File: src/rtl/core/assert_macros.svh
// Assertion macros shared by the drive command supervisor RTL.
`ifndef ASSERT_MACROS_SVH
`define ASSERT_MACROS_SVH

// Checked on every rising clock edge, switched off while reset is asserted.
`define DCS_ASSERT(name, prop, msg) \
  name: assert property (@(posedge clk_i) disable iff (!rst_ni) prop) else $error(msg);

// Checked on every rising clock edge, reset included.
`define DCS_ASSERT_ALWAYS(name, prop, msg) \
  name: assert property (@(posedge clk_i) prop) else $error(msg);

`endif

File: src/rtl/core/dcs_pkg.sv
// Shared types and constants of the drive command supervisor.
`default_nettype none

package dcs_pkg;

  // Input word kinds, carried on the slave tuser.
  typedef enum logic [1:0] {
    OP_VEL   = 2'd0,
    OP_MOW   = 2'd1,
    OP_EMERG = 2'd2,
    OP_TICK  = 2'd3
  } dcs_op_e;

  // Configuration register indexes.
  localparam logic [1:0] REG_TRACK_WIDTH   = 2'd0;
  localparam logic [1:0] REG_MAX_DRIVE     = 2'd1;
  localparam logic [1:0] REG_DRIVE_TIMEOUT = 2'd2;
  localparam logic [1:0] REG_FULL_TIMEOUT  = 2'd3;

  // Configuration reset values.
  localparam logic [15:0] TRACK_WIDTH_RST   = 16'd8192;
  localparam logic [10:0] MAX_DRIVE_RST     = 11'd1320;
  localparam logic [15:0] DRIVE_TIMEOUT_RST = 16'd250;
  localparam logic [15:0] FULL_TIMEOUT_RST  = 16'd1250;

  // Blade drive value while mowing.
  localparam logic [10:0] BLADE_ON = 11'd2047;

  // Right shift that takes the scaled mix back to drive units.
  localparam int unsigned MIX_SHIFT = 27;

  // Controller states, one-hot.
  typedef enum logic [5:0] {
    ST_IDLE   = 6'b000001,
    ST_TURN   = 6'b000010,
    ST_MIXR   = 6'b000100,
    ST_MIXL   = 6'b001000,
    ST_CLAMPL = 6'b010000,
    ST_PUB    = 6'b100000
  } dcs_state_e;

  // Operand selection of the shared multiplier.
  typedef enum logic [1:0] {
    MUL_TURN  = 2'd0,
    MUL_RIGHT = 2'd1,
    MUL_LEFT  = 2'd2
  } dcs_mul_sel_e;

  // Commands from the controller to the datapath.
  typedef struct packed {
    logic         accept;
    logic         mul_en;
    dcs_mul_sel_e mul_sel;
    logic         left_ld;
    logic         publish;
  } dcs_cmd_t;

  // Status from the datapath to the controller.
  typedef struct packed {
    logic out_free;
  } dcs_stat_t;

endpackage

`default_nettype wire

File: src/rtl/core/dcs_ctrl.sv
// Controller state machine of the drive command supervisor.
`default_nettype none
`include "assert_macros.svh"

module dcs_ctrl
  import dcs_pkg::*;
(
  input  wire logic      clk_i,
  input  wire logic      rst_ni,
  input  wire logic      s_fire_i,
  input  wire dcs_op_e   op_i,
  input  wire dcs_stat_t stat_i,
  output logic           ready_o,
  output dcs_cmd_t       cmd_o
);

  dcs_state_e state_q, state_d;

  // Next state: a velocity command walks through the multiply steps,
  // emergency requests and ticks go to the publish step.
  always_comb begin
    state_d = state_q;
    case (state_q)
      ST_IDLE: begin
        if (s_fire_i) begin
          if (op_i == OP_VEL) begin
            state_d = ST_TURN;
          end else if (op_i inside {OP_EMERG, OP_TICK}) begin
            state_d = ST_PUB;
          end
        end
      end
      ST_TURN:   state_d = ST_MIXR;
      ST_MIXR:   state_d = ST_MIXL;
      ST_MIXL:   state_d = ST_CLAMPL;
      ST_CLAMPL: state_d = ST_IDLE;
      ST_PUB: begin
        if (stat_i.out_free) begin
          state_d = ST_IDLE;
        end
      end
      default:   state_d = ST_IDLE;
    endcase
  end

  always_ff @(posedge clk_i or negedge rst_ni) begin
    if (!rst_ni) begin
      state_q <= ST_IDLE;
    end else begin
      state_q <= state_d;
    end
  end

  // Command decode.
  always_comb begin
    cmd_o         = '0;
    cmd_o.mul_sel = MUL_TURN;
    cmd_o.accept  = s_fire_i;
    case (state_q)
      ST_TURN: begin
        cmd_o.mul_en  = 1'b1;
        cmd_o.mul_sel = MUL_TURN;
      end
      ST_MIXR: begin
        cmd_o.mul_en  = 1'b1;
        cmd_o.mul_sel = MUL_RIGHT;
      end
      ST_MIXL: begin
        cmd_o.mul_en  = 1'b1;
        cmd_o.mul_sel = MUL_LEFT;
      end
      ST_CLAMPL: cmd_o.left_ld = 1'b1;
      ST_PUB:    cmd_o.publish = stat_i.out_free;
      default:   cmd_o.accept  = s_fire_i;
    endcase
  end

  assign ready_o = (state_q == ST_IDLE);

  `DCS_ASSERT(a_vel_starts_mix, (s_fire_i && op_i == OP_VEL) |=> state_q == ST_TURN,
              "velocity command did not start the mix sequence")
  `DCS_ASSERT(a_pub_waits, (state_q == ST_PUB && !stat_i.out_free) |=> state_q == ST_PUB,
              "publish step left while the output word was still pending")

endmodule

`default_nettype wire

File: src/rtl/core/dcs_datapath.sv
// Datapath of the drive command supervisor: registers, shared multiplier,
// clamp, watchdog timer and publish logic.
`default_nettype none
`include "assert_macros.svh"

module dcs_datapath
  import dcs_pkg::*;
#(
  parameter int unsigned TIMER_WIDTH = 16
) (
  input  wire logic               clk_i,
  input  wire logic               rst_ni,
  input  wire dcs_cmd_t           cmd_i,
  input  wire dcs_op_e            op_i,
  input  wire logic signed [15:0] linear_speed_i,
  input  wire logic signed [15:0] turn_rate_i,
  input  wire logic               request_flag_i,
  input  wire logic               cfg_we_i,
  input  wire logic [1:0]         cfg_addr_i,
  input  wire logic [15:0]        cfg_wdata_i,
  input  wire logic               out_ready_i,
  output logic                    out_valid_o,
  output logic signed [11:0]      left_drive_o,
  output logic signed [11:0]      right_drive_o,
  output logic [10:0]             blade_drive_o,
  output dcs_stat_t               stat_o
);

  localparam int unsigned CMP_W = (TIMER_WIDTH > 16) ? TIMER_WIDTH : 16;

  // Truncate a scaled mix toward zero and clamp it to +-lim.
  function automatic logic signed [11:0] clamp_fn(input logic signed [43:0] p,
                                                  input logic [10:0] lim);
    logic signed [43:0] bias;
    logic signed [43:0] biased;
    logic signed [16:0] r;
    logic signed [17:0] rx;
    logic signed [17:0] lx;
    bias   = {17'b0, {MIX_SHIFT{p[43]}}};
    biased = p + bias;
    r      = biased[43:MIX_SHIFT];
    rx     = {r[16], r};
    lx     = {7'b0, lim};
    if (rx >= lx) begin
      return $signed({1'b0, lim});
    end else if (rx <= -lx) begin
      return -$signed({1'b0, lim});
    end else begin
      return r[11:0];
    end
  endfunction

  // Configuration registers.
  logic [15:0] track_q;
  logic [10:0] max_q;
  logic [15:0] dt_q;
  logic [15:0] ft_q;

  always_ff @(posedge clk_i or negedge rst_ni) begin
    if (!rst_ni) begin
      track_q <= TRACK_WIDTH_RST;
      max_q   <= MAX_DRIVE_RST;
      dt_q    <= DRIVE_TIMEOUT_RST;
      ft_q    <= FULL_TIMEOUT_RST;
    end else if (cfg_we_i) begin
      case (cfg_addr_i)
        REG_TRACK_WIDTH:   track_q <= cfg_wdata_i;
        REG_MAX_DRIVE:     max_q   <= cfg_wdata_i[10:0];
        REG_DRIVE_TIMEOUT: dt_q    <= cfg_wdata_i;
        REG_FULL_TIMEOUT:  ft_q    <= cfg_wdata_i;
        default:           track_q <= track_q;
      endcase
    end
  end

  // Latched velocity command operands.
  logic signed [15:0] v_q;
  logic signed [15:0] w_q;

  always_ff @(posedge clk_i) begin
    if (cmd_i.accept && op_i == OP_VEL) begin
      v_q <= linear_speed_i;
      w_q <= turn_rate_i;
    end
  end

  // Shared multiplier: track width times turn rate, then each mix times max_drive.
  logic signed [31:0] turn_q;
  logic signed [43:0] prod_q;
  logic signed [32:0] lin;
  logic signed [32:0] turn_x;
  logic signed [32:0] mul_a;
  logic signed [16:0] mul_b;
  logic signed [49:0] prod_full;

  assign lin    = {{2{v_q[15]}}, v_q, 15'b0};
  assign turn_x = {turn_q[31], turn_q};

  always_comb begin
    case (cmd_i.mul_sel)
      MUL_TURN: begin
        mul_a = {{17{w_q[15]}}, w_q};
        mul_b = $signed({1'b0, track_q});
      end
      MUL_RIGHT: begin
        mul_a = lin + turn_x;
        mul_b = $signed({6'b0, max_q});
      end
      MUL_LEFT: begin
        mul_a = lin - turn_x;
        mul_b = $signed({6'b0, max_q});
      end
      default: begin
        mul_a = '0;
        mul_b = '0;
      end
    endcase
  end

  assign prod_full = mul_a * mul_b;

  always_ff @(posedge clk_i) begin
    if (cmd_i.mul_en) begin
      if (cmd_i.mul_sel == MUL_TURN) begin
        turn_q <= prod_full[31:0];
      end else begin
        prod_q <= prod_full[43:0];
      end
    end
  end

  // Held speeds, watchdog timer, emergency flag and last sent triple.
  logic signed [11:0]     left_q, right_q;
  logic [10:0]            blade_q;
  logic [TIMER_WIDTH-1:0] idle_q;
  logic                   emerg_q;
  logic signed [11:0]     sent_left_q, sent_right_q;
  logic [10:0]            sent_blade_q;
  logic                   valid_q;

  // Publish view: forced values under emergency or timeout.
  logic               dt_hit, ft_hit, kill_wheel, kill_blade, differ;
  logic signed [11:0] pub_left, pub_right;
  logic [10:0]        pub_blade;

  always_comb begin
    dt_hit     = CMP_W'(idle_q) > CMP_W'(dt_q);
    ft_hit     = CMP_W'(idle_q) > CMP_W'(ft_q);
    kill_wheel = emerg_q | dt_hit | ft_hit;
    kill_blade = emerg_q | ft_hit;
    pub_left   = kill_wheel ? 12'sd0 : left_q;
    pub_right  = kill_wheel ? 12'sd0 : right_q;
    pub_blade  = kill_blade ? 11'd0 : blade_q;
    differ     = (pub_left != sent_left_q) || (pub_right != sent_right_q) ||
                 (pub_blade != sent_blade_q);
  end

  always_ff @(posedge clk_i or negedge rst_ni) begin
    if (!rst_ni) begin
      left_q       <= '0;
      right_q      <= '0;
      blade_q      <= '0;
      idle_q       <= '1;
      emerg_q      <= 1'b0;
      sent_left_q  <= '0;
      sent_right_q <= '0;
      sent_blade_q <= '0;
      valid_q      <= 1'b0;
    end else begin
      // Item effects at acceptance.
      if (cmd_i.accept) begin
        case (op_i)
          OP_VEL:   idle_q  <= '0;
          OP_MOW:   blade_q <= (request_flag_i && !emerg_q) ? BLADE_ON : 11'd0;
          OP_EMERG: emerg_q <= request_flag_i;
          OP_TICK: begin
            if (idle_q != '1) begin
              idle_q <= TIMER_WIDTH'(idle_q + 1'b1);
            end
          end
          default:  idle_q  <= idle_q;
        endcase
      end

      // Clamped wheel values from the multiply sequence.
      if (cmd_i.mul_en && cmd_i.mul_sel == MUL_LEFT) begin
        right_q <= clamp_fn(prod_q, max_q);
      end
      if (cmd_i.left_ld) begin
        left_q <= clamp_fn(prod_q, max_q);
      end

      // Publish the forced values and record a changed triple.
      if (cmd_i.publish) begin
        left_q  <= pub_left;
        right_q <= pub_right;
        blade_q <= pub_blade;
        if (differ) begin
          sent_left_q  <= pub_left;
          sent_right_q <= pub_right;
          sent_blade_q <= pub_blade;
        end
      end

      // Output word handshake: a new word replaces one taken in the same cycle.
      if (cmd_i.publish && differ) begin
        valid_q <= 1'b1;
      end else if (out_ready_i) begin
        valid_q <= 1'b0;
      end
    end
  end

  assign out_valid_o     = valid_q;
  assign left_drive_o    = sent_left_q;
  assign right_drive_o   = sent_right_q;
  assign blade_drive_o   = sent_blade_q;
  assign stat_o.out_free = !valid_q || out_ready_i;

  `DCS_ASSERT(a_word_from_publish, $rose(valid_q) |-> $past(cmd_i.publish),
              "output word raised without a publish step")
  `DCS_ASSERT(a_blade_values, blade_q == 11'd0 || blade_q == BLADE_ON,
              "held blade value is neither off nor full")

endmodule

`default_nettype wire

File: src/rtl/core/drive_command_supervisor_top.sv
// Top level of the drive command supervisor.
// Differential-drive mixer with a command watchdog. The slave stream takes
// one word per item, its kind in tuser: a velocity command mixes linear speed
// and turn rate into clamped left and right drive values and restarts the
// watchdog; a mow request sets the blade; an emergency request or a tick
// publishes, forcing drives to zero under emergency or timeout, and a word
// leaves on the master stream only when the triple changed. A mow request is
// handled at acceptance; an emergency request or tick goes through the publish
// step and waits there for the output register to free; a velocity command
// makes three passes through the shared 33 x 17 bit multiplier, then the final
// clamp. Items are taken one at a time; tready is high only while the
// controller is idle. A word waiting at the output blocks emergency requests
// and ticks, also those that produce no word, but not mow or velocity items.
`default_nettype none

module drive_command_supervisor_top
  import dcs_pkg::*;
#(
  parameter int unsigned TIMER_WIDTH = 16
) (
  input  wire logic        clk_i,
  input  wire logic        rst_ni,
  // Configuration write port.
  input  wire logic        cfg_we_i,
  input  wire logic [1:0]  cfg_addr_i,
  input  wire logic [15:0] cfg_wdata_i,
  // Slave stream.
  input  wire logic        s_axis_tvalid,
  output logic             s_axis_tready,
  input  wire logic [39:0] s_axis_tdata,  // linear_speed[15:0], turn_rate[31:16],
                                          // request_flag[32], zero pad [39:33]
  input  wire logic [1:0]  s_axis_tuser,  // op[1:0]
  // Master stream.
  output logic             m_axis_tvalid,
  input  wire logic        m_axis_tready,
  output logic [39:0]      m_axis_tdata   // left_drive[11:0], right_drive[23:12],
                                          // blade_drive[34:24], zero pad [39:35]
);

  dcs_cmd_t           cmd;
  dcs_stat_t          stat;
  dcs_op_e            op;
  logic               s_fire;
  logic signed [11:0] left_drive, right_drive;
  logic [10:0]        blade_drive;

  assign op     = dcs_op_e'(s_axis_tuser);
  assign s_fire = s_axis_tvalid && s_axis_tready;

  dcs_ctrl u_ctrl (
    .clk_i    (clk_i),
    .rst_ni   (rst_ni),
    .s_fire_i (s_fire),
    .op_i     (op),
    .stat_i   (stat),
    .ready_o  (s_axis_tready),
    .cmd_o    (cmd)
  );

  dcs_datapath #(
    .TIMER_WIDTH (TIMER_WIDTH)
  ) u_datapath (
    .clk_i          (clk_i),
    .rst_ni         (rst_ni),
    .cmd_i          (cmd),
    .op_i           (op),
    .linear_speed_i (s_axis_tdata[15:0]),
    .turn_rate_i    (s_axis_tdata[31:16]),
    .request_flag_i (s_axis_tdata[32]),
    .cfg_we_i       (cfg_we_i),
    .cfg_addr_i     (cfg_addr_i),
    .cfg_wdata_i    (cfg_wdata_i),
    .out_ready_i    (m_axis_tready),
    .out_valid_o    (m_axis_tvalid),
    .left_drive_o   (left_drive),
    .right_drive_o  (right_drive),
    .blade_drive_o  (blade_drive),
    .stat_o         (stat)
  );

  assign m_axis_tdata = {5'b0, blade_drive, right_drive, left_drive};

endmodule

`default_nettype wire

File: config.mk
export PLATFORM = sky130hd
export DESIGN_NAME = drive_command_supervisor_top
export DESIGN_NICKNAME = d
export VERILOG_FILES = /design/src/rtl/core/dcs_pkg.sv /design/src/rtl/core/dcs_ctrl.sv /design/src/rtl/core/dcs_datapath.sv /design/src/rtl/core/drive_command_supervisor_top.sv
export VERILOG_INCLUDE_DIRS = /design/src /design/src/rtl/core
export SDC_FILE = /design/constraint.sdc
export NUM_CORES = 2
export LEC_CHECK = 0
export BUFFER_PORTS_ARGS = -buffer_cell sky130_fd_sc_hd__clkbuf_2
export CORE_ASPECT_RATIO = 1.2
export CORE_MARGIN = 2
export CORE_UTILIZATION = 35
export DETAILED_ROUTE_END_ITERATION = 10
export PLACE_DENSITY = 0.59
export SYNTH_ARGS = -nofsm -noshare
export SYNTH_HDL_FRONTEND = slang
export SYNTH_HIERARCHICAL = 1
export SYNTH_SLANG_ARGS = --single-unit
File: constraint.sdc
create_clock -name clk_i -period 14.88 [get_ports clk_i]
set_clock_uncertainty 0.05 [all_clocks]
set_input_delay 1.488 -clock clk_i [delete_from_list [all_inputs] [get_ports clk_i]]
set_output_delay 1.488 -clock clk_i [all_outputs]
set_load 0.02 [all_outputs]
==> qor.csv <==
stage;metric;value;unit
clock_tree;cts_setup_buffers;0;
setup_path;cp_max_fo;44;
sta;fin_tns_setup;0;ns
global_route;use_met1;25.86;%
global_route;antenna_found_initial;0;
clock_tree;hold_buffers;0;
global_route;grt_max_degree;82;
global_route;grt_use_met3;2.070;%
finish;syn_to_final_growth;8.746;%
worst_hold_path;hold_class;reg -> reg;
routing;ant_nets;0;
routing;wl_per_cell;19.30;µm
floorplanning;dieHeight;339.5;µm
synth;yosys_warnings;6;
synth;synth-seq-cells;261;
global_route;grt_overflow;0;
placed_design;place_area;34830;µm²
placed_design;finalWeightedCongestion;0.9172;
sta;max_slew.worst_pin.slew;1.048;ns
setup_path;crit_slowest_cell;and2_1;
floorplanning;core_area;93420;µm²
run_status;outcome;complete, no violations;
sta;final-max-slew-violation-count;0;
clock_tree;clockRootBuffer;clkbuf_16;
clock_tree;cts_tree;yes;
finish;drive_gt1_share;9.783;%
setup_path;critPathArrivalTime;10.58;ns
floorplanning;die_x;283.6;µm
setup_path;cp-end-kind;flip-flop;
placed_design;hpwlAfterDp;75150;µm
global_route;use_met2;33.71;%
routing;wirelength;94370;µm
synth;synth_edf_count;108;
sta;timing_hold_violations_final;0;
setup_path;crit_required;15.15;ns
clock_tree;clkSinkCount;261;
synth;synthTopCellsByArea;fa_1 28%, edfxtp_1 9.9%, dfrtp_1 9.1%, ha_1 8.9%, inv_1 8.1%;
finish;final_nets;4373;
routing;vias;25240;
setup_path;rr_worst_depth;32;
floorplanning;die-area;96290;µm²
synth;postSynthAreaPerCell;9.228;µm²
floorplanning;start_util;35.15;%
sta;fmax;97.03;MHz
global_route;grt_usage;19.60;%
floorplanning;num_rows;123;
routing;firstDrtPassIters;5;
global_route;grt_busiest_layer;met2;
finish;antenna_cells;0;
synth;synth_top_area_share;27.86;%
global_route;grt_pass1_vias;25740;
clock_tree;clk_pin_slew;0.07;ns
synth;synthesis.area;32830;µm²
sta;finalCritPeriodShare;69.26;%
clock_tree;htreeDepth;1;
setup_path;crit_path_max_incr_delay;0.73;ns
clock_tree;clk_latency;0.61;ns
synth;yosysTopAreaCell;fa_1;
finish;fillers;9433;
finish;instances_no_fill;4889;
synth;syn_inst;3558;
clock_tree;cts_buffers;28;
synth;synthArstFlopShare;58.62;%
clock_tree;max-clock-path-buffers;3;
placed_design;place_inst;4838;
routing;drc_errors;0;
setup_path;worst_setup_path_start_kind;flip-flop;
setup_path;path_class;reg -> reg;
routing;vias_per_cell;5.162;
sta;finalSetupViolCount;0;
placed_design;io_buffers;94;
worst_hold_path;min_path_cells;1;
clock_tree;post_cts_resized;0;
synth;yosysUniqueCellTypes;94;
routing;drt_iter0_drc;1962;
synth;synth_ff_type;dfrtp_1;
global_route;grt_pass1_wl;147800;µm
sta;period_minus_slack;10.31;ns
sta;maxSlewHeadroom;29.19;%
synth;seq_area_frac_synth;21.66;%
finish;design_area;35710;µm²
flow_run;cap_violations;0;
sta;rsz0062_at_grt;false;
floorplanning;pin_count;107;
-- cell type report --
cell class	count	area, µm²	area share [%]
Multi-Input combinational cell	2461	22540	63.12
Sequential cell	261	7113	19.92
Inverter	708	2658	7.443
Tap cell	1250	1564	4.380
Timing Repair Buffer	158	957.2	2.681
Clock buffer	37	744.5	2.085
Clock inverter	14	131.4	0.3679
-- state kept, by name, summed over array words and instances, names as in the netlist, 6 cells and up --
| name | cells |
|---|---|
| u_datapath/right_q | 12 |
| u_datapath/track_q | 16 |
| u_datapath/left_q | 12 |
| u_datapath/prod_q | 44 |
| u_datapath/blade_q | 11 |
| u_datapath/right_drive_o | 12 |
| u_datapath/max_q | 11 |
| u_ctrl/state_q | 6 |
| u_datapath/blade_drive_o | 11 |
| u_datapath/idle_q | 16 |
| u_datapath/ft_q | 16 |
| u_datapath/left_drive_o | 12 |
| u_datapath/v_q | 16 |
| u_datapath/turn_q | 32 |
| u_datapath/w_q | 16 |
| u_datapath/dt_q | 16 |
-- synth_stat cells, types with 13 or more instances --
library cell / n
inv_1: 708
fa_1: 457
nand2_1: 406
nor2_1: 271
ha_1: 233
a21oi_1: 135
dfrtp_1: 120
clkbuf_1: 108
edfxtp_1: 108
xnor2_1: 106
o21ai_0: 88
nor3_1: 68
a21o_1: 65
mux2_2: 62
nand2b_1: 52
dfstp_2: 33
a22o_1: 30
nand3_1: 29
a22oi_1: 26
a31oi_1: 25
and3_1: 23
nor2b_1: 23
or2_2: 23
xor2_1: 22
or3_1: 21
a211oi_1: 20
a221oi_1: 19
nand4_1: 18
mux2i_1: 16
and2_1: 15
o21a_1: 14
o21bai_1: 13
-- metrics by stage --
stage               util (%)  worst slack, ns  hold WS (ns)
floorplan                  -            5.884        0.3998
global placement       37.28            4.728        0.4132
detailed placement     37.28            4.628        0.4188
CTS                    38.22            4.588        0.4338
global route           38.22            4.121        0.4538
finish                 38.22            4.574        0.4333
-- worst max-delay path: cells and delay by family (launching register included) --
family,cells,cell delay [ns]
buffers and inverters,8,1.13
DFF,1,0.57
AOI/OAI and AO/OA,8,2.30
and+or+nand+nor,7,2.02
adders and majority gates,8,3.43
xor gates and xnor gates,1,0.47
-- final timing paths --
kind	startpoint	endpoint	slack [ns]
worst max-delay path	u_ctrl/state_q[0]$_DFFE_PN1P_	u_datapath/prod_q[43]$_DFFE_PP_	4.57
min in group asynchronous	rst_ni	u_datapath/out_valid_o$_DFFE_PN0P_	0.82
worst min register to register	u_datapath/blade_q[6]$_DFFE_PN0P_	u_datapath/blade_q[6]$_DFFE_PN0P_	0.43
worst max register to register	u_ctrl/state_q[0]$_DFFE_PN1P_	u_datapath/prod_q[43]$_DFFE_PP_	4.57
worst min-delay path	u_datapath/blade_q[6]$_DFFE_PN0P_	u_datapath/blade_q[6]$_DFFE_PN0P_	0.43
max in group asynchronous	rst_ni	u_datapath/dt_q[9]$_DFFE_PN0P_	12.50
-- layout by cell type, fill, tap and decap left out, types with 16 or more instances in the layout --
cell       count
fa_1         457
xor2_1        22
dfrtp_1      120
nand2b_1      52
mux2i_1       16
a21o_1        65
edfxtp_1     108
a21oi_1      133
dfstp_2       33
nand4_1       18
a221oi_1      18
ha_1         231
xnor2_1      106
and3_1        23
a211oi_1      19
buf_4         64
mux2_2        62
nand3_1       29
or2_2         23
a31oi_1       25
inv_1        708
a22o_1        26
nor3_1        68
clkbuf_16     28
nand2_1      406
nor2_1       271
or3_1         21
o21ai_0       88
nor2b_1       22
a22oi_1       26
clkbuf_2      93
-- layer usage --
metal | vias to the layer above | wire, µm
li1 | 11570 | -
met5 | - | 0
met4 | 0 | 3277
met1 | 12710 | 39410
met3 | 132 | 5700
met2 | 829 | 45980
-- cells by family (layout without fill, tap and decap cells) --
logic type,Yosys count,in the layout,synth area share (%)
compound gates,539,539,11.10
other cells,1,5,0.01142
simple gates,1018,1018,14.34
flops,261,261,21.66
fa+ha+maj,690,690,36.74
xor+xnor,130,130,3.552
buf+inv,840,917,9.938
mux,79,79,2.648
Power is not shown: default switching activity piles up to over one toggle a cycle in this logic, so the estimate is an artifact.
